==> config.mk <==
export PLATFORM = sky130hd
export DESIGN_NAME = orc_scorer
export DESIGN_NICKNAME = d
export VERILOG_FILES = /design/src/rtl/orc_pkg.sv /design/src/rtl/orc_scorer.sv
export SDC_FILE = /design/constraint.sdc
export NUM_CORES = 1
export LEC_CHECK = 0
export BUFFER_PORTS_ARGS = -buffer_cell sky130_fd_sc_hd__buf_2
export CORE_MARGIN = 5
export CORE_UTILIZATION = 50
export DETAILED_ROUTE_END_ITERATION = 10
export GPL_TIMING_DRIVEN = 0
export MAX_ROUTING_LAYER = met4
export PLACE_DENSITY_LB_ADDON = 0.3
export SETUP_SLACK_MARGIN = 0.4
export SYNTH_ARGS = -nofsm -noshare
export SYNTH_HDL_FRONTEND = slang
export SYNTH_SLANG_ARGS = --single-unit
export TNS_END_PERCENT = 30
==> constraint.sdc <==
create_clock -name clk_i -period 4.8 [get_ports clk_i]
set_clock_uncertainty 0.1 [all_clocks]
set_input_delay 0.96 -clock clk_i [delete_from_list [all_inputs] [get_ports clk_i]]
set_output_delay 0.96 -clock clk_i [all_outputs]
set_load 0.01 [all_outputs]
==> src/rtl/orc_pkg.sv <==
`default_nettype none

package orc_pkg;

  localparam int unsigned CoordW  = 8;
  localparam int unsigned LevelW  = 16;
  localparam int unsigned CostW   = 16;
  localparam int unsigned RewardW = 24;
  localparam int unsigned DimW    = 9;
  localparam int unsigned MarginW = 8;
  localparam int unsigned ErrW    = 10;
  localparam int unsigned RegIdxW = 3;

  typedef enum logic [1:0] {
    ST_CLEAR,
    ST_IDLE,
    ST_WALK,
    ST_REPORT
  } orc_state_e;

  typedef enum logic [RegIdxW-1:0] {
    REG_MAP_COLUMNS    = 3'd0,
    REG_MAP_ROWS       = 3'd1,
    REG_OCCUPIED_LEVEL = 3'd2,
    REG_CROSSING_COST  = 3'd3,
    REG_COST_CAP       = 3'd4,
    REG_HIT_MARGIN     = 3'd5,
    REG_FREE_GAIN      = 3'd6
  } orc_reg_e;

  // One stepped cell as it leaves the line walker.
  typedef struct packed {
    logic vld;
    logic last;
    logic pen;
  } orc_walk_t;

  // One cell as it reaches the scoring unit, aligned with the map read word.
  typedef struct packed {
    logic vld;
    logic ok;
    logic pen;
    logic last;
  } orc_step_t;

endpackage

`default_nettype wire

==> src/rtl/orc_scorer.sv <==
`default_nettype none

module orc_scorer (
  input  wire logic                               clk_i,
  input  wire logic                               rst_ni,
  input  wire logic                               init_i,
  input  wire orc_pkg::orc_step_t                 step_i,
  input  wire logic signed [orc_pkg::LevelW-1:0]  level_i,
  input  wire logic signed [orc_pkg::LevelW-1:0]  thr_i,
  input  wire logic        [orc_pkg::CostW-1:0]   cost_i,
  input  wire logic        [orc_pkg::CostW-1:0]   cap_i,
  input  wire logic        [orc_pkg::CostW-1:0]   gain_i,
  output logic             [orc_pkg::CostW-1:0]   penalty_o,
  output logic             [orc_pkg::RewardW-1:0] reward_o
);
  import orc_pkg::*;

  logic [CostW-1:0]   pen_q, pen_d;
  logic [RewardW-1:0] rew_q, rew_d;
  logic               in_run_q, in_run_d;
  logic               stopped_q, stopped_d;
  logic [CostW:0]     pen_sum;

  always_comb begin
    pen_sum   = {1'b0, pen_q} + {1'b0, cost_i};
    pen_d     = pen_q;
    rew_d     = rew_q;
    in_run_d  = in_run_q;
    stopped_d = stopped_q;
    if (init_i) begin
      pen_d     = '0;
      rew_d     = '0;
      in_run_d  = 1'b0;
      stopped_d = (gain_i == '0);
    end else if (step_i.vld) begin
      // Only the first cell of an occupied run is charged.
      if (step_i.pen) begin
        if (level_i >= thr_i) begin
          if (!in_run_q) begin
            pen_d    = (pen_sum > {1'b0, cap_i}) ? cap_i : pen_sum[CostW-1:0];
            in_run_d = 1'b1;
          end
        end else begin
          in_run_d = 1'b0;
        end
      end
      if (!stopped_q) begin
        if (step_i.ok && level_i[LevelW-1]) begin
          rew_d = rew_q + RewardW'(gain_i);
        end else begin
          stopped_d = 1'b1;
        end
      end
    end
  end

  always_ff @(posedge clk_i or negedge rst_ni) begin
    if (!rst_ni) begin
      pen_q     <= '0;
      rew_q     <= '0;
      in_run_q  <= 1'b0;
      stopped_q <= 1'b0;
    end else begin
      pen_q     <= pen_d;
      rew_q     <= rew_d;
      in_run_q  <= in_run_d;
      stopped_q <= stopped_d;
    end
  end

  assign penalty_o = pen_q;
  assign reward_o  = rew_q;

endmodule

`default_nettype wire

Word-level counts from Yosys, hierarchy flattened
Index checks and enable logic that the tools add are counted.
{ "totals": {"out_inout_bits": 40, "regBits": 42, "wordCells": 37, "input_bits": 87} }
{ "op_classes": {"add_sub_neg": 2, "n_eq_ne": 2, "mux": 18, "n_reduce_logical": 9, "order_cmp": 2} }
{ "ops": {"columns": ["cell", "n"], "rows": [
  ["two-way mux 16 bit", 6],
  ["two-way mux 24 bit", 4],
  ["adder 24 x 16 -> 24 bit", 1],
  ["adder 16 x 16 -> 17 bit", 1],
  ["> comparator 17 x 16 -> 1 bit", 1],
  ["greater-or-equal comparator 16 bit", 1],
  ["zero test 16 bit", 1],
  ["two-way mux 1 bit", 8],
  ["nonzero test 2 bit", 4],
  ["!= test 2 bit, second input constant", 2],
  ["AND reduction 4 bit", 1],
  ["AND reduction 3 bit", 1],
  ["AND reduction 2 bit", 1],
  ["logical AND 1 bit", 1]
]} }

Depth between registers and ports, before layout
Gate-level depths: netlist of run 1.
{ "logic_depth": {"depth_word": 8, "depth_mapped": 18, "ltp_nobuf": 16} }

Worst setup path after synthesis of run 1
OpenSTA, ideal clock, no wires.
{ "synth_timing": {"path_kind": "in2reg", "from": "input cost_i[8] (netlist bit)", "to": "register pen_q[10] (netlist: penalty_o[10])", "required_time_ns": 4.577, "path_stages": 16, "path_slack_ns": 0.457, "t_arrival_ns": 4.120, "setup_ns": 0.123, "n_path_buf": 2, "cell_sequence": "ha_1 -> a21o_1 -> a2111oi_2 -> a21bo_1 -> and3_1 -> a311o_1 -> ha_1 -> nand4_1 -> nor4_1 -> o31ai_1 -> a31o_1 -> o211a_1 -> buf_6 -> buf_8 -> mux2i_1 -> o2bb2ai_1"} }
{ "synth_between": {"elab_chain_cells": 8} }
{ "synth_rtl": {"columns": ["element", "line_no", "text"], "rows": [
  ["start: declaration", "orc_scorer.sv:10", "input wire logic [orc_pkg::CostW-1:0] cost_i,"],
  ["adder 16 x 16 -> 17 bit *", "orc_scorer.sv:25", "pen_sum = {1'b0, pen_q} + {1'b0, cost_i};"],
  ["> comparator 17 x 16 -> 1 bit", "orc_scorer.sv:40", "pen_d = (pen_sum > {1'b0, cap_i}) ? cap_i : pen_sum[CostW-1:0];"],
  ["two-way mux 16 bit *", "orc_scorer.sv:40", null],
  ["two-way mux 16 bit *", "orc_scorer.sv:39", "if (!in_run_q) begin"],
  ["two-way mux 16 bit *", "orc_scorer.sv:38", "if (level_i >= thr_i) begin"],
  ["two-way mux 16 bit *", "orc_scorer.sv:37", "if (step_i.pen) begin"],
  ["two-way mux 16 bit *", "orc_scorer.sv:35", "end else if (step_i.vld) begin"],
  ["two-way mux 16 bit *", "orc_scorer.sv:30", "if (init_i) begin"],
  ["end signal: assignment", "orc_scorer.sv:64", "pen_q <= pen_d;"],
  ["end: declaration", "orc_scorer.sv:18", "logic [CostW-1:0] pen_q, pen_d;"]
]} }
Mark *: on every way between the ends. The rest lies on a longest branch, timed or not. The select of a mux whose other input is x is not followed.
A chain may end at the register's enable or synchronous reset.

Worst setup path after layout of run 1
{ "layout_timing": {"from": "input cost_i[1] (netlist bit)", "to": "register pen_q[9] (netlist: penalty_o[9])"} }
The elaborated chain is that of the path after synthesis.

==> insert_results.sql, run 1 <==
INSERT INTO impl_metrics (metric_group, metric, value, unit) VALUES
('routing', 'drt-wirelength-per-cell', '16.5', 'um'),
('setup_path', 'worst_path_largest_cell_delay', '380', 'ps'),
('global_routing', 'grtUsageMet1', '29.2', '%'),
('power_and_ir_drop', 'total_power', '1.21', 'mW'),
('worst_hold_path', 'hold_path.class', 'flop to flop', ''),
('yosys', 'post_synth_and_or_nand_nor_area_fraction', '17.7', '%'),
('setup_path', 'crit_family', 'compound AO/OA/AOI/OAI gates', ''),
('finish', 'design_area', '0.00558', 'mm^2'),
('setup_path', 'slowest_stage', 'a311o_1', ''),
('sta', 'tightestPinTransition', '1040', 'ps'),
('sta', 'setup-violations-final', '0', ''),
('global_routing', 'met2_usage', '38.5', '%'),
('finish', 'area.sequential', '0.00105', 'mm^2'),
('sta', 'final_max_tran_viols', '0', ''),
('finish', 'filler_cell_count', '763', ''),
('floorplanning', 'fp.dieH', '105', 'um'),
('yosys', 'synth-warning-count', '0', ''),
('global_routing', 'grt_pass1_vias', '4601', ''),
('placement', 'globalplace.congestion', '0.929', ''),
('yosys', 'synthArstFlopShare', '100', '%'),
('sta', 'finalSetupTns', '0', 'ps'),
('global_routing', 'grt_start_max_net_pins', '43', ''),
('global_routing', 'global_route.usage.total', '23.1', '%'),
('global_routing', 'gr-max-usage-layer', 'met2', ''),
('finish', 'nets', '823', ''),
('yosys', 'netlist_area', '0.00453', 'mm^2'),
('setup_path', 'required', '4890', 'ps'),
('setup_path', 'critPathKind', 'primary input to flop', ''),
('global_routing', 'm3_gr_usage', '3.39', '%'),
('routing', 'first_iter_violations', '133', ''),
('setup_path', 'timing.critical_path.from_type', 'primary input', ''),
('finish', 'final_core_utilization', '63.7', '%'),
('routing', 'wl', '12.9', 'mm'),
('yosys', 'area_share_of_xor_xnor_cells_in_the_synthesized_design', '3.87', '%'),
('clocking', 'numCtsBuffers', '5', ''),
('yosys', 'post_synth_inst_count', '530', ''),
('clocking', 'clk_pin_slew', '90', 'ps'),
('clocking', 'clkLatencyLatePin', '300', 'ps'),
('routing', 'ant_nets', '0', ''),
('run_status', 'run_status', 'complete, no violations', ''),
('finish', 'instances_no_fill', '779', ''),
('routing', 'count_of_vias_placed_by_the_detailed_router', '4612', ''),
('routing', 'remaining_drc_errors', '0', ''),
('floorplanning', 'design.die.area', '0.0111', 'mm^2'),
('floorplanning', 'std_cell_rows', '34', ''),
('sta', 'fmax', '237', 'MHz'),
('sta', 'finalHoldViolCount', '0', ''),
('global_routing', 'grt_first_pass_wirelength', '21.2', 'mm'),
('sta', 'post-route-worst-setup-slack', '577', 'ps'),
('finish', 'layout_common_cells', '127 x buf_2, 59 x ha_1, 44 x inv_1, 43 x a21oi_1, 42 x dfrtp_1', ''),
('yosys', 'yosys_most_used_dff', 'dfrtp_1', ''),
('clocking', 'numClockSinks', '42', ''),
('setup_path', 'critical_path_buf_inv_count', '3', ''),
('yosys', 'synth-edff-count', '0', ''),
('yosys', 'synth_mux_area_share', '4.11', '%'),
('sta', 'final_critical_period', '4220', 'ps'),
('clocking', 'cts_tree', 'built', ''),
('setup_path', 'critical_path_peak_fanout', '10', ''),
('finish', 'drive_gt1_share', '27.4', '%'),
('clocking', 'htree_levels', '2', ''),
('clocking', 'cts-root-buf', 'clkbuf_8', ''),
('global_routing', 'grt_antenna_before_repair', '0', ''),
('placement', 'dp.final_hpwl', '10.0', 'mm'),
('yosys', 'synthTopCellsByArea', 'dfrtp_1 23%, ha_1 18%, a21oi_1 4.9%, inv_1 3.6%, mux2i_1 3.5%', ''),
('sta', 'timing.slew.headroom', '30.8', '%'),
('finish', 'area_growth_syn_to_layout', '23.2', '%'),
('setup_path', 'worst_ep_arrival_time', '4310', 'ps'),
('yosys', 'ys_seq_area_share', '23.2', '%'),
('yosys', 'synth-adder-area-share', '18.6', '%'),
('floorplanning', 'initial_cell_density_of_the_core', '51.7', '%'),
('floorplanning', 'fp.coreArea', '0.00876', 'mm^2');
cells in the mapped netlist, types with 5 or more instances:
library cell	count
ha_1	64
a21oi_1	44
inv_1	44
dfrtp_1	42
nand2_1	41
nor2_1	32
o21ai_0	19
mux2i_1	16
o2bb2ai_1	16
nand3_1	15
a21o_1	14
xnor2_1	14
nor3_1	12
clkbuf_1	9
a211oi_1	8
nor4_1	8
or3_1	7
nand2b_1	6
o211ai_1	6
xor2_1	6
a31oi_1	5
and3_1	5
nand4_1	5
o21a_1	5
metal layers:
metal | vias up | routed length [um]
met4 | 0 | 241
li1 | 2259 | -
met2 | 135 | 6400
met1 | 2196 | 5570
met5 | - | 0
met3 | 22 | 661
state kept, by name (all words and copies together) (netlist names):
name and cells:
in_run_q 1, penalty_o 16, reward_o 24, stopped_q 1
kinds of logic after synthesis:
kind of cell / after synthesis
compound gates: 166
xor+xnor: 20
fa+ha+maj: 66
buf+inv: 61
flops: 42
mux: 18
simple gates: 157
path summary, 6_finish.rpt:
check	startpoint	endpoint	slack, ps	cells past startpoint
worst min-delay path	penalty_o[10]	penalty_o[10]	420	1
worst max-delay path	cost_i[1]	penalty_o[9]	580	17
max in group asynchronous	rst_ni	penalty_o[15]	3220	1
worst min register to register	penalty_o[10]	penalty_o[10]	420	1
worst max register to register	penalty_o[8]	penalty_o[9]	880	16
min in group asynchronous	rst_ni	penalty_o[6]	740	1
power breakdown:
| group | leakage (nW) | switching [mW] | internal (mW) |
|---|---|---|---|
| combinational | 2.28 | 0.302 | 0.269 |
| sequential | 0.577 | 0.0218 | 0.373 |
| clock | 0.0452 | 0.138 | 0.103 |
what timing repair did:
action	in CTS	in global routing
pin swaps	2	15
setup endpoints to repair	16	16
gates resized for setup	4	25
buffers inserted	0	8
final cells by class:
type	count	share of cell area [%]
multi-input cells	427	60.1
flip-flops and latches	42	18.8
well taps	108	2.42
inverters	44	2.96
clock inverters	2	0.247
clock buffers	6	1.30
repair buffers	133	12.3
plain buffers	17	1.90
Note: power is estimated with default switching activity, not from simulation.
==> run 2, diff against run 1 <==
==> constraint.sdc (replaced) <==
create_clock -name clk_i -period 4.8 [get_ports clk_i]
set_clock_uncertainty 0.1 [all_clocks]
set_input_delay 0.48 -clock clk_i [delete_from_list [all_inputs] [get_ports clk_i]]
set_output_delay 0.48 -clock clk_i [all_outputs]
set_load 0.01 [all_outputs]
==> run 2 against run 1 <==
Sequential share of layout area rose by 0.63 points; wire length is 2.1% lower; highest routed layer unchanged; critical path depth rose by 1; sequential power about the same; sequential cell count stayed put; total power fell by 3.7%; clock-buffer cell count did not move; first-iteration DRC count is 2.3% lower; fmax is 2.4% higher; clock power barely moved.
==> insert_results.sql, run 2 (synthesis results as in run 1) <==
INSERT INTO impl_metrics (metric_group, metric, value, unit) VALUES
('floorplanning', 'std_cell_rows', '34', ''),
('clocking', 'numClockSinks', '42', ''),
('worst_hold_path', 'hold_path.class', 'primary input to async pin', ''),
('setup_path', 'worst_ep_arrival_time', '4220', 'ps'),
('global_routing', 'grt_start_max_net_pins', '43', ''),
('run', 'maxCapViolCount', '0', ''),
('sta', 'grt_setup_unrepaired', 'no', ''),
('placement', 'dp.final_hpwl', '10.0', 'mm'),
('finish', 'max_reg_flops', '24', ''),
('run_status', 'run_status', 'complete, no violations', ''),
('setup_path', 'critPathKind', 'flop to flop', ''),
('placement', 'placedCellCount', '763', ''),
('clocking', 'clk_pin_slew', '90', 'ps'),
('finish', 'area.sequential', '0.00105', 'mm^2'),
('routing', 'wl', '12.6', 'mm'),
('placement', 'dpl-instance-area', '0.00529', 'mm^2'),
('routing', 'wl_met2', '6.23', 'mm'),
('routing', 'remaining_drc_errors', '0', ''),
('placement', 'total_of_buffers_placed_on_input_and_output_ports', '125', ''),
('finish', 'antenna_cells', '0', ''),
('finish', 'multiInputGateArea', '0.00324', 'mm^2'),
('routing', 'detail_route.first_pass.iterations', '4', ''),
('floorplanning', 'fp.dieH', '105', 'um'),
('sta', 'timing.slew.headroom', '30.8', '%'),
('setup_path', 'critical_path_peak_fanout', '10', ''),
('global_routing', 'grt_first_pass_wirelength', '21.1', 'mm'),
('routing', 'ant_nets', '0', ''),
('placement', 'globalplace.congestion', '0.929', ''),
('clocking', 'numCtsBuffers', '5', ''),
('sta', 'finalHoldViolCount', '0', ''),
('power_and_ir_drop', 'total_power', '1.16', 'mW'),
('finish', 'instances_no_fill', '771', ''),
('sta', 'final_critical_period', '4130', 'ps'),
('global_routing', 'grt.overflow.total', '0', ''),
('global_routing', 'grt_pass1_vias', '4600', ''),
('power_and_ir_drop', 'leakage', '2.85', 'nW'),
('finish', 'layout_common_cells', '128 x buf_2, 63 x ha_1, 44 x inv_1, 44 x a21oi_1, 42 x dfrtp_1', ''),
('clocking', 'clk_path_buf_depth', '2', ''),
('global_routing', 'global_route.usage.total', '23.1', '%'),
('clocking', 'cts-root-buf', 'clkbuf_8', ''),
('routing', 'count_of_vias_placed_by_the_detailed_router', '4549', ''),
('finish', 'filler_cell_count', '787', ''),
('floorplanning', 'fp.coreArea', '0.00876', 'mm^2'),
('routing', 'met3_length', '663', 'um'),
('floorplanning', 'design.die.area', '0.0111', 'mm^2'),
('finish', 'area_growth_syn_to_layout', '19.2', '%'),
('sta', 'final_min_period_over_clock_period', '86.0', '%'),
('clocking', 'htree_levels', '2', ''),
('finish', 'drive_gt1_share', '24.9', '%'),
('routing', 'dr.max_layer_used', 'met4', ''),
('sta', 'finalSetupTns', '0', 'ps'),
('global_routing', 'grt_antenna_before_repair', '0', ''),
('floorplanning', 'initial_cell_density_of_the_core', '51.7', '%'),
('clocking', 'clkLatencyLatePin', '300', 'ps'),
('setup_path', 'cp-end-kind', 'flop', ''),
('power_and_ir_drop', 'pwr_density_cell', '215', 'mW/mm^2'),
('routing', 'drt-wirelength-per-cell', '16.3', 'um'),
('setup_path', 'timing.critical_path.from_type', 'flop', ''),
('power_and_ir_drop', 'vdd_drop_max', '137', 'uV'),
('routing', 'first_iter_violations', '130', ''),
('sta', 'tightestPinTransition', '1040', 'ps'),
('sta', 'setup-violations-final', '0', ''),
('finish', 'most_frequent_standard_cell_in_the_layout_excluding_fill_and_tap_cells', 'buf_2', ''),
('finish', 'nets', '815', ''),
('sta', 'fmax', '242', 'MHz'),
('clocking', 'cts_tree', 'built', ''),
('routing', 'routed_length_on_met1', '5.52', 'mm'),
('setup_path', 'required', '4890', 'ps'),
('finish', 'design_area', '0.00540', 'mm^2'),
('routing', 'via_per_inst', '5.90', ''),
('floorplanning', 'die-width', '105', 'um'),
('sta', 'final_max_tran_viols', '0', ''),
('floorplanning', 'io_pins', '127', '');
run 2: cell types whose count changed in the layout (fill, tap and decap cells not counted), moves of 2 or more:
cell | previous run | this run
buf_4 | 8 | 0
ha_1 | 59 | 63
ha_4 | 4 | 0
o21ai_0 | 17 | 19
o21ai_1 | 3 | 1
run 2: where the power goes:
group,total (mW),internal [mW],switching (mW)
Combinational,0.528,0.240,0.288
Clock,0.239,0.103,0.136
Sequential,0.394,0.373,0.0214
run 2: what timing repair did:
item | in CTS | in global routing
resized for setup | 0 | 5
setup endpoints to repair | 0 | 16
hold buffers | 0 | 0
setup buffers | 0 | 0
run 2: worst paths after layout:
| check | startpoint | end | slack [ps] | cells after the start |
|---|---|---|---|---|
| worst max-delay path | penalty_o[0] | penalty_o[9] | 670 | 18 |
| worst min-delay path | rst_ni | penalty_o[6] | 270 | 1 |
| worst max register to register | penalty_o[0] | penalty_o[9] | 670 | 18 |
| worst min register to register | penalty_o[0] | penalty_o[0] | 410 | 1 |
| max in group asynchronous | rst_ni | penalty_o[4] | 3700 | 1 |
| min in group clk_i | cap_i[6] | penalty_o[6] | 370 | 3 |
run 2: cell type report:
cell class	count	share of cell area, %
Buffer	17	1.76
Clock buffer	6	1.34
Clock inverter	2	0.255
Inverter	44	3.06
Multi-Input combinational cell	427	60.1
Sequential cell	42	19.5
Tap cell	108	2.50
Timing Repair Buffer	125	11.6
run 2: worst max-delay path, stage by stage, from the launching register on:
cell	delay [ps]
dfrtp_1	360
ha_1	220
inv_1	70
fa_1	410
nor2b_1	220
o31ai_2	120
a21oi_2	320
a21oi_1	180
o311ai_2	310
ha_1	190
nand4_1	150
nor4_4	330
a21o_1	160
a31o_1	100
o211a_1	150
buf_6	150
buf_8	160
mux2i_1	230
o2bb2ai_1	80
run 2: stage by stage:
step	utilization [%]	setup slack, ps	hold slack, ps
2_1_floorplan	-	937	84.4
3_3_place_gp	60.4	328	395
3_5_place_dp	60.4	175	400
4_1_cts	61.4	410	297
5_1_grt	61.7	416	341
6_report	61.7	674	267
run 2: routing by layer:
metal	GRT usage (%)	vias up
li1	-	2244
met1	29.1	2145
met2	38.3	142
met3	3.45	18
met4	6.39	0
met5	-	-
