===== src/rtl/orc_pkg.sv =====
`default_nettype none

package orc_pkg;

  localparam int unsigned CoordW  = 8;
  localparam int unsigned LevelW  = 16;
  localparam int unsigned CostW   = 16;
  localparam int unsigned RewardW = 24;
  localparam int unsigned DimW    = 9;
  localparam int unsigned MarginW = 8;
  localparam int unsigned ErrW    = 10;
  localparam int unsigned RegIdxW = 3;

  typedef enum logic [1:0] {
    ST_CLEAR,
    ST_IDLE,
    ST_WALK,
    ST_REPORT
  } orc_state_e;

  typedef enum logic [RegIdxW-1:0] {
    REG_MAP_COLUMNS    = 3'd0,
    REG_MAP_ROWS       = 3'd1,
    REG_OCCUPIED_LEVEL = 3'd2,
    REG_CROSSING_COST  = 3'd3,
    REG_COST_CAP       = 3'd4,
    REG_HIT_MARGIN     = 3'd5,
    REG_FREE_GAIN      = 3'd6
  } orc_reg_e;

  // One stepped cell as it leaves the line walker.
  typedef struct packed {
    logic vld;
    logic last;
    logic pen;
  } orc_walk_t;

  // One cell as it reaches the scoring unit, aligned with the map read word.
  typedef struct packed {
    logic vld;
    logic ok;
    logic pen;
    logic last;
  } orc_step_t;

endpackage

`default_nettype wire


===== src/rtl/orc_walker.sv =====
`default_nettype none

module orc_walker (
  input  wire logic                          clk_i,
  input  wire logic                          rst_ni,
  input  wire logic                          load_i,
  input  wire logic [orc_pkg::CoordW-1:0]    start_col_i,
  input  wire logic [orc_pkg::CoordW-1:0]    start_row_i,
  input  wire logic [orc_pkg::CoordW-1:0]    stop_col_i,
  input  wire logic [orc_pkg::CoordW-1:0]    stop_row_i,
  input  wire logic                          hit_excl_i,
  input  wire logic [orc_pkg::MarginW-1:0]   margin_i,
  output orc_pkg::orc_walk_t                 walk_o,
  output logic      [orc_pkg::CoordW-1:0]    col_o,
  output logic      [orc_pkg::CoordW-1:0]    row_o
);
  import orc_pkg::*;

  logic                    active_q, active_d;
  logic [CoordW-1:0]       col_q, col_d, row_q, row_d;
  logic [ErrW-1:0]         err_q, err_d;
  logic [CoordW-1:0]       adx_q, adx_d, ady_q, ady_d, m_q, m_d, idx_q, idx_d;
  logic                    sxn_q, sxn_d, syn_q, syn_d;
  logic [CoordW:0]         lim_q, lim_d;
  orc_walk_t               out_q, out_d;

  logic signed [CoordW:0]  dx_s, dy_s;
  logic [CoordW-1:0]       adx_in, ady_in, m_in;
  logic [CoordW:0]         n_in, margin_ext;
  logic signed [ErrW:0]    e2, neg_dy, err_wide;
  logic                    step_col, step_row;

  always_comb begin
    dx_s       = $signed({1'b0, stop_col_i}) - $signed({1'b0, start_col_i});
    dy_s       = $signed({1'b0, stop_row_i}) - $signed({1'b0, start_row_i});
    adx_in     = dx_s[CoordW] ? CoordW'(-dx_s) : dx_s[CoordW-1:0];
    ady_in     = dy_s[CoordW] ? CoordW'(-dy_s) : dy_s[CoordW-1:0];
    m_in       = (adx_in > ady_in) ? adx_in : ady_in;
    n_in       = {1'b0, m_in} + (CoordW+1)'(1);
    margin_ext = (CoordW+1)'(margin_i);

    // Error term update of one Bresenham step, both moves tested on the old error.
    e2       = $signed({err_q, 1'b0});
    neg_dy   = -$signed({3'b000, ady_q});
    step_col = e2 > neg_dy;
    step_row = e2 < $signed({3'b000, adx_q});
    err_wide = $signed({err_q[ErrW-1], err_q})
             - (step_col ? $signed({3'b000, ady_q}) : '0)
             + (step_row ? $signed({3'b000, adx_q}) : '0);
  end

  always_comb begin
    active_d = active_q;
    col_d    = col_q;
    row_d    = row_q;
    err_d    = err_q;
    adx_d    = adx_q;
    ady_d    = ady_q;
    m_d      = m_q;
    idx_d    = idx_q;
    sxn_d    = sxn_q;
    syn_d    = syn_q;
    lim_d    = lim_q;
    out_d    = '0;
    if (load_i) begin
      active_d = 1'b1;
      col_d    = start_col_i;
      row_d    = start_row_i;
      err_d    = {2'b00, adx_in} - {2'b00, ady_in};
      adx_d    = adx_in;
      ady_d    = ady_in;
      m_d      = m_in;
      idx_d    = CoordW'(1);
      sxn_d    = !(dx_s > 0);
      syn_d    = !(dy_s > 0);
      if (hit_excl_i) begin
        lim_d = (margin_ext >= n_in) ? (CoordW+1)'(1) : n_in - margin_ext;
      end else begin
        lim_d = n_in;
      end
    end else if (active_q) begin
      if (step_col) begin
        col_d = col_q + (sxn_q ? {CoordW{1'b1}} : CoordW'(1));
      end
      if (step_row) begin
        row_d = row_q + (syn_q ? {CoordW{1'b1}} : CoordW'(1));
      end
      err_d     = err_wide[ErrW-1:0];
      idx_d     = idx_q + CoordW'(1);
      out_d.vld  = 1'b1;
      out_d.last = (idx_q == m_q);
      out_d.pen  = {1'b0, idx_q} < lim_q;
      if (idx_q == m_q) begin
        active_d = 1'b0;
      end
    end
  end

  always_ff @(posedge clk_i or negedge rst_ni) begin
    if (!rst_ni) begin
      active_q <= 1'b0;
      out_q    <= '0;
      col_q    <= '0;
      row_q    <= '0;
      err_q    <= '0;
    end else begin
      active_q <= active_d;
      out_q    <= out_d;
      col_q    <= col_d;
      row_q    <= row_d;
      err_q    <= err_d;
    end
  end

  always_ff @(posedge clk_i) begin
    adx_q <= adx_d;
    ady_q <= ady_d;
    m_q   <= m_d;
    idx_q <= idx_d;
    sxn_q <= sxn_d;
    syn_q <= syn_d;
    lim_q <= lim_d;
  end

  assign walk_o = out_q;
  assign col_o  = col_q;
  assign row_o  = row_q;

endmodule

`default_nettype wire


===== config.mk =====
export PLATFORM = sky130hd
export DESIGN_NAME = orc_walker
export DESIGN_NICKNAME = d
export VERILOG_FILES = /design/src/rtl/orc_pkg.sv /design/src/rtl/orc_walker.sv
export SDC_FILE = /design/constraint.sdc
export NUM_CORES = 1
export LEC_CHECK = 0
export ABC_AREA = 0
export BUFFER_PORTS_ARGS = -buffer_cell sky130_fd_sc_hd__buf_4
export CAP_MARGIN = 20
export CORE_MARGIN = 4
export CORE_UTILIZATION = 40
export CTS_CLUSTER_DIAMETER = 60
export DETAILED_ROUTE_END_ITERATION = 8
export GPL_TIMING_DRIVEN = 0
export HOLD_SLACK_MARGIN = 0.08
export PLACE_DENSITY = 0.6
export SLEW_MARGIN = 15
export SYNTH_ARGS = -nofsm -noshare
export SYNTH_HDL_FRONTEND = slang
export SYNTH_SLANG_ARGS = --single-unit

===== constraint.sdc =====
create_clock -name clk_i -period 8.8 [get_ports clk_i]
set_input_delay 0.88 -clock clk_i [delete_from_list [all_inputs] [get_ports clk_i]]
set_output_delay 0.88 -clock clk_i [all_outputs]
set_load 0.02 [all_outputs]

== After elaboration in Yosys (flattened, before gate mapping) ==
Cells that the tools add are included.

* Register bits after elaboration: 73
* Output and inout port bits: 19
* Word-level logic and storage cells: 64

* Add/subtract/negate cells: 13
* Order comparisons: 7
* Eq/ne operators: 1
* Muxes and demuxes: 22
* Reduce and logical (&&, ||, !) cells: 7

{| class="wikitable"
|+ Operator list
! cell !! number
|-
| 8-bit two-way mux || 13
|-
| 8-bit by 8-bit subtractor with 9-bit output || 3
|-
| 10-bit two-way mux || 2
|-
| 9-bit by 1-bit > comparator with 1-bit output, second input constant || 2
|-
| 9-bit two-way mux || 2
|-
| 8-bit adder || 2
|-
| 8-bit negation || 2
|-
| 11-bit > comparator || 1
|-
| 11-bit by 9-bit < comparator with 1-bit output || 1
|-
| 8-bit negation with 11-bit output || 1
|-
| 10-bit by 8-bit adder with 10-bit output || 1
|-
| 10-bit by 9-bit subtractor with 10-bit output || 1
|-
| 8-bit by 1-bit adder with 9-bit output, second input constant || 1
|-
| 8-bit by 9-bit >= comparator with 1-bit output || 1
|-
| 8-bit by 9-bit < comparator with 1-bit output || 1
|-
| 9-bit by 8-bit subtractor with 9-bit output || 1
|-
| 8-bit by 1-bit adder with 8-bit output, second input constant || 1
|-
| 8-bit equality test || 1
|-
| 8-bit > comparator || 1
|-
| 3-bit two-way mux || 2
|-
| 2-bit nonzero test || 3
|-
| 2-bit AND reduction || 2
|-
| 1-bit two-way mux || 3
|-
| 1-bit zero test || 2
|}

== Depth between registers and ports, before layout ==
Gate-level depths: netlist of the first run.

* Word-level depth: 9
* Depth in mapped cells: 31
* Mapped depth without buffers: 31

== Worst setup path after synthesis of the first run ==
Ideal clock, no wire load.

* Path kind: input-to-reg
* From: in stop_row_i[0] (netlist bit)
* To: reg lim_q[2] (data pin)
* Library setup time: 0.256 ns
* Arrival: 6.710 ns
* Data required time: 8.544 ns
* Setup slack: 1.835 ns
* Stages: 29
* Path buffers: 0
* Cell sequence: inv_1 > ha_1 > inv_1 > fa_1 > a211oi_2 > o211ai_1 > a21oi_1 > mux2i_1 > ha_1 > a21o_1 > a21o_1 > a21o_1 > nand3_1 > a21oi_1 > maj3_2 > a21oi_4 > mux2i_1 > ha_1 > ha_1 > nor2b_1 > o21ai_0 > a21oi_1 > o21ai_0 > a21boi_0 > o21a_1 > o21ai_0 > o2bb2ai_1 > o211ai_2 > a31o_2

* Word-level cells in the longest chain between the ends: 9
* Elaborated cells on any way between the ends: 10
* Those cells by class: add/sub (4); order compare (2); mux (4)

{| class="wikitable"
|+ Ends and longest elaborated chain
! what !! line !! text
|-
| from (decl) || orc_walker.sv:10 || <nowiki>input wire logic [orc_pkg::CoordW-1:0] stop_row_i,</nowiki>
|-
| 8-bit by 8-bit subtractor with 9-bit output * || orc_walker.sv:35 || <nowiki>dy_s = $signed({1'b0, stop_row_i}) - $signed({1'b0, start_row_i});</nowiki>
|-
| 8-bit negation || orc_walker.sv:37 || <nowiki>ady_in = dy_s[CoordW] ? CoordW'(-dy_s) : dy_s[CoordW-1:0];</nowiki>
|-
| 8-bit two-way mux * || orc_walker.sv:37 ||
|-
| 8-bit > comparator || orc_walker.sv:38 || <nowiki>m_in = (adx_in > ady_in) ? adx_in : ady_in;</nowiki>
|-
| 8-bit two-way mux * || orc_walker.sv:38 ||
|-
| net m_in[0] || orc_walker.sv:28 || <nowiki>logic [CoordW-1:0] adx_in, ady_in, m_in;</nowiki>
|-
| 8-bit by 1-bit adder with 9-bit output * || orc_walker.sv:39 || <nowiki>n_in = {1'b0, m_in} + (CoordW+1)'(1);</nowiki>
|-
| 9-bit by 8-bit subtractor with 9-bit output or 8-bit by 9-bit >= comparator with 1-bit output (tied branches) || orc_walker.sv:77 || <nowiki>lim_d = (margin_ext >= n_in) ? (CoordW+1)'(1) : n_in - margin_ext;</nowiki>
|-
| 9-bit two-way mux || orc_walker.sv:77 ||
|-
| 9-bit two-way mux * || orc_walker.sv:76 || <nowiki>if (hit_excl_i) begin</nowiki>
|-
| to (signal assigned) || orc_walker.sv:122 || <nowiki>lim_q <= lim_d;</nowiki>
|-
| to (decl) || orc_walker.sv:24 || <nowiki>logic [CoordW:0] lim_q, lim_d;</nowiki>
|}

Mark *: on every way through the listed nets, which the timed path passes. The rest lies on a longest branch.
A chain may end at the register's enable or synchronous reset.

== Final worst setup path of the first run ==
* From: in stop_row_i[0] (netlist bit)
* To: reg lim_q[5] (data pin)

Same word-level chain as after synthesis.

==> results.json, run 1 <==
{
  "synth_edf_count": 35,
  "gp_congestion": 0.873,
  "fin_worst_skew_ps": 5.56,
  "vias": 5650,
  "synth_top_cell_by_area": "edfxtp_1",
  "start_kind": "primary input",
  "synth_common_cells": "inv_1, ha_1, nor2_1",
  "dieArea_um2": 19700,
  "p_leak_nw": 3.83,
  "cts_max_level": 3,
  "drc_errors": 0,
  "place_area_um2": 7760,
  "netlist_instances": 797,
  "path_class": "primary input to flop",
  "ant_nets": 0,
  "numCtsBuffers": 9,
  "grt_overflow_total": 0,
  "crit_required_ps": 8880,
  "port_buffers": 62,
  "cts_resized": 0,
  "synth_top_area_share": 0.150,
  "synth_area_leaders": "edfxtp_1, ha_1, dfrtp_1",
  "dpl.cell_count": 1085,
  "synth_nets": 938,
  "vdd_drop_max_uv": 153,
  "die_w_um": 140,
  "fin_tns_setup_ps": 0,
  "coreArea_um2": 17200,
  "start_util": 0.406,
  "power_density_nw_per_um2": 401,
  "worst-path-max-fanout": 10,
  "min_period_over_period": 0.889,
  "final_cells": 1101,
  "postCtsSetupBuffers": 0,
  "hold_viol_final": 0,
  "clockBufferDepth": 2,
  "fin_nets": 1012,
  "hold_class": "flop to flop",
  "worstMarginPinSlew_ps": 793,
  "viasPerCell": 5.13,
  "antenna_cells": 0,
  "antenna_found_initial": 0,
  "ys.flop_type": "edfxtp_1",
  "cap_violations": 0,
  "status": "complete, no violations",
  "finalSetupViolCount": 0,
  "grt_pass1_wl_um": 28300,
  "rsz0062_at_grt": "no",
  "relSlewSlack": 0.468,
  "initialDrtViolationCount": 236,
  "synthArstFlopShare": 0.411,
  "io_pins": 63,
  "arrival_ps": 7900,
  "grt_max_degree": 37,
  "yosysUniqueCellTypes": 68,
  "synth-seq-cells": 73,
  "cts_root_buffer": "clkbuf_16",
  "max_freq_ghz": 0.128,
  "fin_crit_ps": 7820,
  "fin_area_um2": 8070,
  "worst_setup_path_end_kind": "flop",
  "areaGrowthSynthToFinish_pct": 15.2,
  "synthesis.area_um2": 7010,
  "clock_sinks": 73,
  "synth_most_common_cell": "inv_1",
  "die_h_um": 140,
  "rows": 48,
  "postSynthAreaPerCell_um2": 8.79,
  "fin_total_pwr_mw": 3.24,
  "wl_per_cell_um": 15.5,
  "path_clk_slew_ps": 60,
  "tritoncts": "done",
  "wirelength_um": 17100,
  "first_global_vias": 5643,
  "maxSlewViolCount": 0,
  "synth_warnings": 0,
  "seq_area_frac_synth": 0.280,
  "ctsHoldBuffers": 0,
  "dp_hpwl_um": 13900,
  "track_usage": 0.178,
  "drtPass1Iterations": 5,
  "num-fill-cells": 1676,
  "drive_gt1_frac": 0.118,
  "clk_latency_ps": 340
}
-- routing by layer --
layer  global-route usage  part of all wire  vias to the layer above  wire length, µm
met5                    0                 0                        -                0
met4               0.0520             0.020                        0              343
met3               0.0266             0.036                       25              608
met2                0.293              0.47                      106             8030
met1                0.243              0.48                     2600             8140
li1                     -                 -                     2919                -
-- placed cells by master, fill, tap and decap left out, drive strengths merged, types with 8 or more instances in the layout --
cell type  count
buf           66
a21o          21
fa            14
xnor2         51
ha            83
nand4          9
nand2         49
nand3         12
clkbuf        21
a211oi        12
dfxtp          8
xor2          28
inv          115
nor3          15
and2          12
nand2b        12
o21ai         52
dfrtp         30
o21a           9
a21oi         52
nor2b          8
mux2i         19
nor2          58
o21bai         8
or3            8
edfxtp        35
-- cell type report --
class,instances,area (µm²),share of cell area
inverters,114,428,0.0530
repair buffers,63,470,0.0583
multi-input cells,597,4560,0.565
plain buffers,13,56.3,0.00697
clock inverters,5,61.3,0.00759
clock buffers,11,254,0.0315
flip-flops and latches,73,1960,0.243
well taps,225,282,0.0349
-- logic make-up (layout without fill, tap and decap cells) --
group,count (synthesis),in the layout,share of synthesized area
buffers and inverters,127,206,0.0691
muxes,25,25,0.0373
xor gates and xnor gates,79,79,0.0998
and+or+nand+nor,203,203,0.141
adders and majority gates,100,100,0.193
AOI/OAI and AO/OA,190,190,0.180
DFF,73,73,0.280
-- stage by stage --
stage | util | setup slack (ps) | hold slack [ps]
5_1_grt | 0.468 | 328 | 481
3_5_place_dp | 0.450 | 751 | 447
6_report | 0.468 | 979 | 466
3_3_place_gp | 0.450 | 746 | 446
2_1_floorplan | - | 1830 | 441
4_1_cts | 0.468 | 1060 | 466
-- worst paths after layout --
| kind | startpoint | endpoint | slack (ps) | depth (start not counted) |
|---|---|---|---|---|
| max | stop_row_i[0] | lim_q[5] | 980 | 28 |
| min | lim_q[8] | walk_o[0] | 470 | 1 |
| max reg2reg | ady_q[0] | err_q[9] | 3080 | 26 |
| min reg2reg | lim_q[8] | walk_o[0] | 470 | 1 |
| max in group asynchronous | rst_ni | err_q[5] | 8010 | 1 |
| min in group asynchronous | rst_ni | col_o[5] | 480 | 1 |
-- power breakdown --
part           internal (mW)  total, mW  switching (mW)
combinational          0.998       2.23            1.23
sequential             0.512      0.616           0.105
clock                  0.238      0.387           0.148
-- sequential cells by signal, summed over array words and instances, names as in the netlist, 8 cells and up --
signal,flops
adx_q,8
ady_q,8
col_o,8
err_q,10
idx_q,8
lim_q,9
m_q,8
row_o,8
-- worst max-delay path, stage by stage --
cell,delay (ps)
buf_4,110
inv_1,40
ha_1,160
inv_1,60
fa_1,410
xnor2_1,480
and3_1,260
nor3b_1,300
nor2_1,90
xor2_1,600
ha_1,410
a21oi_1,200
a21oi_1,150
maj3_2,370
a21oi_4,330
mux2i_1,450
ha_1,350
ha_1,310
nor2b_1,130
o21ai_0,200
a21oi_1,130
o21ai_0,210
a21boi_0,150
o21a_1,200
o21ai_0,190
o2bb2ai_1,180
o211ai_2,240
a22o_1,300
No activity file was read; power rests on OpenSTA's default activity.
==> run 2: changes to the inputs <==
--- a/config.mk
+++ b/config.mk
@@ -6,15 +6,15 @@
 export NUM_CORES = 1
 export LEC_CHECK = 0
 export ABC_AREA = 0
-export BUFFER_PORTS_ARGS = -buffer_cell sky130_fd_sc_hd__buf_4
 export CAP_MARGIN = 20
 export CORE_MARGIN = 4
 export CORE_UTILIZATION = 40
 export CTS_CLUSTER_DIAMETER = 60
 export DETAILED_ROUTE_END_ITERATION = 8
+export DONT_BUFFER_PORTS = 1
 export GPL_TIMING_DRIVEN = 0
 export HOLD_SLACK_MARGIN = 0.08
-export PLACE_DENSITY = 0.6
+export PLACE_DENSITY = 0.57
 export SLEW_MARGIN = 15
 export SYNTH_ARGS = -nofsm -noshare
 export SYNTH_HDL_FRONTEND = slang
==> run 2 against run 1 <==
Die area unchanged. Final cell count decreased by 5.6%. Register-to-register slack got worse by 100 ps. Clock skew increased by 1.7 ps. Sequential power increased by 8.9%. Clock-buffer cell count unchanged. Power decreased by 3.9%. Worst hold slack got worse by 250 ps. Clock power decreased by 5.4%. Flip-flop and latch count unchanged. Maximum frequency increased by 1.0%.
==> results.json, run 2 (same netlist as run 1, synthesis figures left out) <==
{
  "top_usage_layer": "met2",
  "multi_input_area_um2": 4560,
  "switching_share": 0.467,
  "numCtsBuffers": 9,
  "crit_slowest_cell": "mux2i_1",
  "ant_nets": 0,
  "start_kind": "primary input",
  "cts_resized": 0,
  "fin_hold_ws_ps": 219,
  "hold_viol_final": 0,
  "clock_sinks": 73,
  "ctsHoldBuffers": 0,
  "dieArea_um2": 19700,
  "fin_worst_skew_ps": 7.25,
  "gp_congestion": 0.854,
  "initialDrtViolationCount": 334,
  "fin_crit_ps": 7740,
  "p_seq_frac": 0.216,
  "fin_tns_setup_ps": 0,
  "wl_per_cell_um": 16.4,
  "vdd_drop_max_uv": 167,
  "path_clk_slew_ps": 60,
  "min_period_over_period": 0.880,
  "critPathLaunch": "stop_row_i[0]",
  "worst-path-max-fanout": 10,
  "met3_usage": 0.0225,
  "coreArea_um2": 17200,
  "tritoncts": "done",
  "combPwrFrac": 0.666,
  "worstMarginPinSlew_ps": 789,
  "fin_nets": 950,
  "gr-usage-met1": 0.248,
  "wirelength_um": 17000,
  "met2_usage": 0.300,
  "postCtsSetupBuffers": 0,
  "status": "complete, no violations",
  "rows": 48,
  "grt_max_degree": 37,
  "clock_power_share": 0.118,
  "areaGrowthSynthToFinish_pct": 8.23,
  "cap_violations": 0,
  "grt_overflow_total": 0,
  "vias": 5383,
  "die_w_um": 140,
  "path_class": "primary input to flop",
  "clockBufferDepth": 2,
  "hold_class": "primary input to asynchronous set/reset pin",
  "largest_register_ffs": 10,
  "p_leak_nw": 3.52,
  "dp_hpwl_um": 13700,
  "die_h_um": 140,
  "r2r-start": "ady_q[0]",
  "port_buffers": 0,
  "cts_root_buffer": "clkbuf_16",
  "finalSetupViolCount": 0,
  "timing.rr.end": "err_q[9]",
  "top_register": "err_q",
  "crit_end": "lim_q[2]",
  "largest_registers": "err_q: 10 flops, lim_q: 9 flops",
  "final_cell_mix": "inv_1, ha_1, nor2_1",
  "worst_setup_path_end_kind": "flop",
  "max_freq_ghz": 0.129,
  "relSlewSlack": 0.470,
  "p_int_mw": 1.66,
  "first_global_vias": 5435,
  "cts_max_level": 3,
  "drc_errors": 0,
  "io_pins": 63,
  "antenna_cells": 0,
  "drive_gt1_frac": 0.0491,
  "num-fill-cells": 1688,
  "drtPass1Iterations": 4,
  "fin_util": 0.440,
  "final-seq-area_um2": 1960,
  "antenna_found_initial": 0,
  "clk_latency_ps": 350,
  "worstRegToRegCells": 26,
  "final_cells": 1039,
  "rsz0062_at_grt": "no",
  "dpl.cell_count": 1023,
  "start_util": 0.406,
  "cp_slowest_stage_delay_ps": 600,
  "mostFrequentLayoutCell": "inv_1",
  "power_density_nw_per_um2": 410,
  "crit_required_ps": 8900,
  "grt_pass1_wl_um": 28500,
  "ff2ff_setup_slack_ps": 2980,
  "viasPerCell": 5.18,
  "crit_top_cell": "ha_1",
  "track_usage": 0.181,
  "power.switching_mw": 1.45,
  "maxSlewViolCount": 0,
  "arrival_ps": 7840
}
[run 2: changes by cell type in the layout (fill, tap and decap cells not counted), sizes merged]
cell    before  now
bufinv       1    0
clkinv       3    4
buf         66    4
[run 2: per-stage QoR]
stage | setup WS [ps] | cell area, µm² | total power, mW
6_report | 1060 | 7580 | 3.11
3_3_place_gp | 779 | 7290 | 2.74
5_1_grt | 409 | 7580 | 3.48
2_1_floorplan | 1830 | 7010 | 2.30
3_5_place_dp | 744 | 7290 | 2.75
4_1_cts | 1100 | 7580 | 3.14
[run 2: final cells by class]
class	instances	area share
plain buffers	13	0.00743
clock buffers	11	0.0335
clock inverters	5	0.00495
inverters	114	0.0564
multi-input cells	597	0.601
flip-flops and latches	73	0.259
well taps	225	0.0371
repair buffers	1	0.000495
[run 2: worst min path at each step]
stage	start	end	slack, ps
6_report	rst_ni	row_o[1]	220
5_1_grt	rst_ni	row_o[1]	210
4_1_cts	rst_ni	col_o[3]	210
3_5_place_dp	lim_q[8]	walk_o[0]	460
3_3_place_gp	lim_q[8]	walk_o[0]	440
2_1_floorplan	lim_q[8]	walk_o[0]	440
[run 2: metal layers]
| metal | vias to the layer above | wire, µm | share of wire |
|---|---|---|---|
| met5 | - | 0 | 0 |
| met4 | 0 | 227 | 0.013 |
| met2 | 79 | 7910 | 0.47 |
| met1 | 2502 | 8180 | 0.48 |
| li1 | 2785 | - | - |
| met3 | 17 | 675 | 0.040 |
[run 2: power groups by stage]
stage                     Clock, mW  Combinational [mW]  Sequential, mW
after floorplan                   0                1.67           0.634
after global placement            0                2.06           0.681
after detailed placement          0                2.07           0.679
after CTS                     0.373                2.09           0.673
after global routing          0.387                2.41           0.690
final                         0.366                2.07           0.671
[run 2: worst max-delay path: cells and delay by family]
| kind | cells | cell delay [ps] |
|---|---|---|
| AOI/OAI and AO/OA | 17 | 3630 |
| buffers and inverters | 2 | 80 |
| and+or+nand+nor | 2 | 230 |
| adders and majority gates | 6 | 1930 |
| muxes | 2 | 1040 |
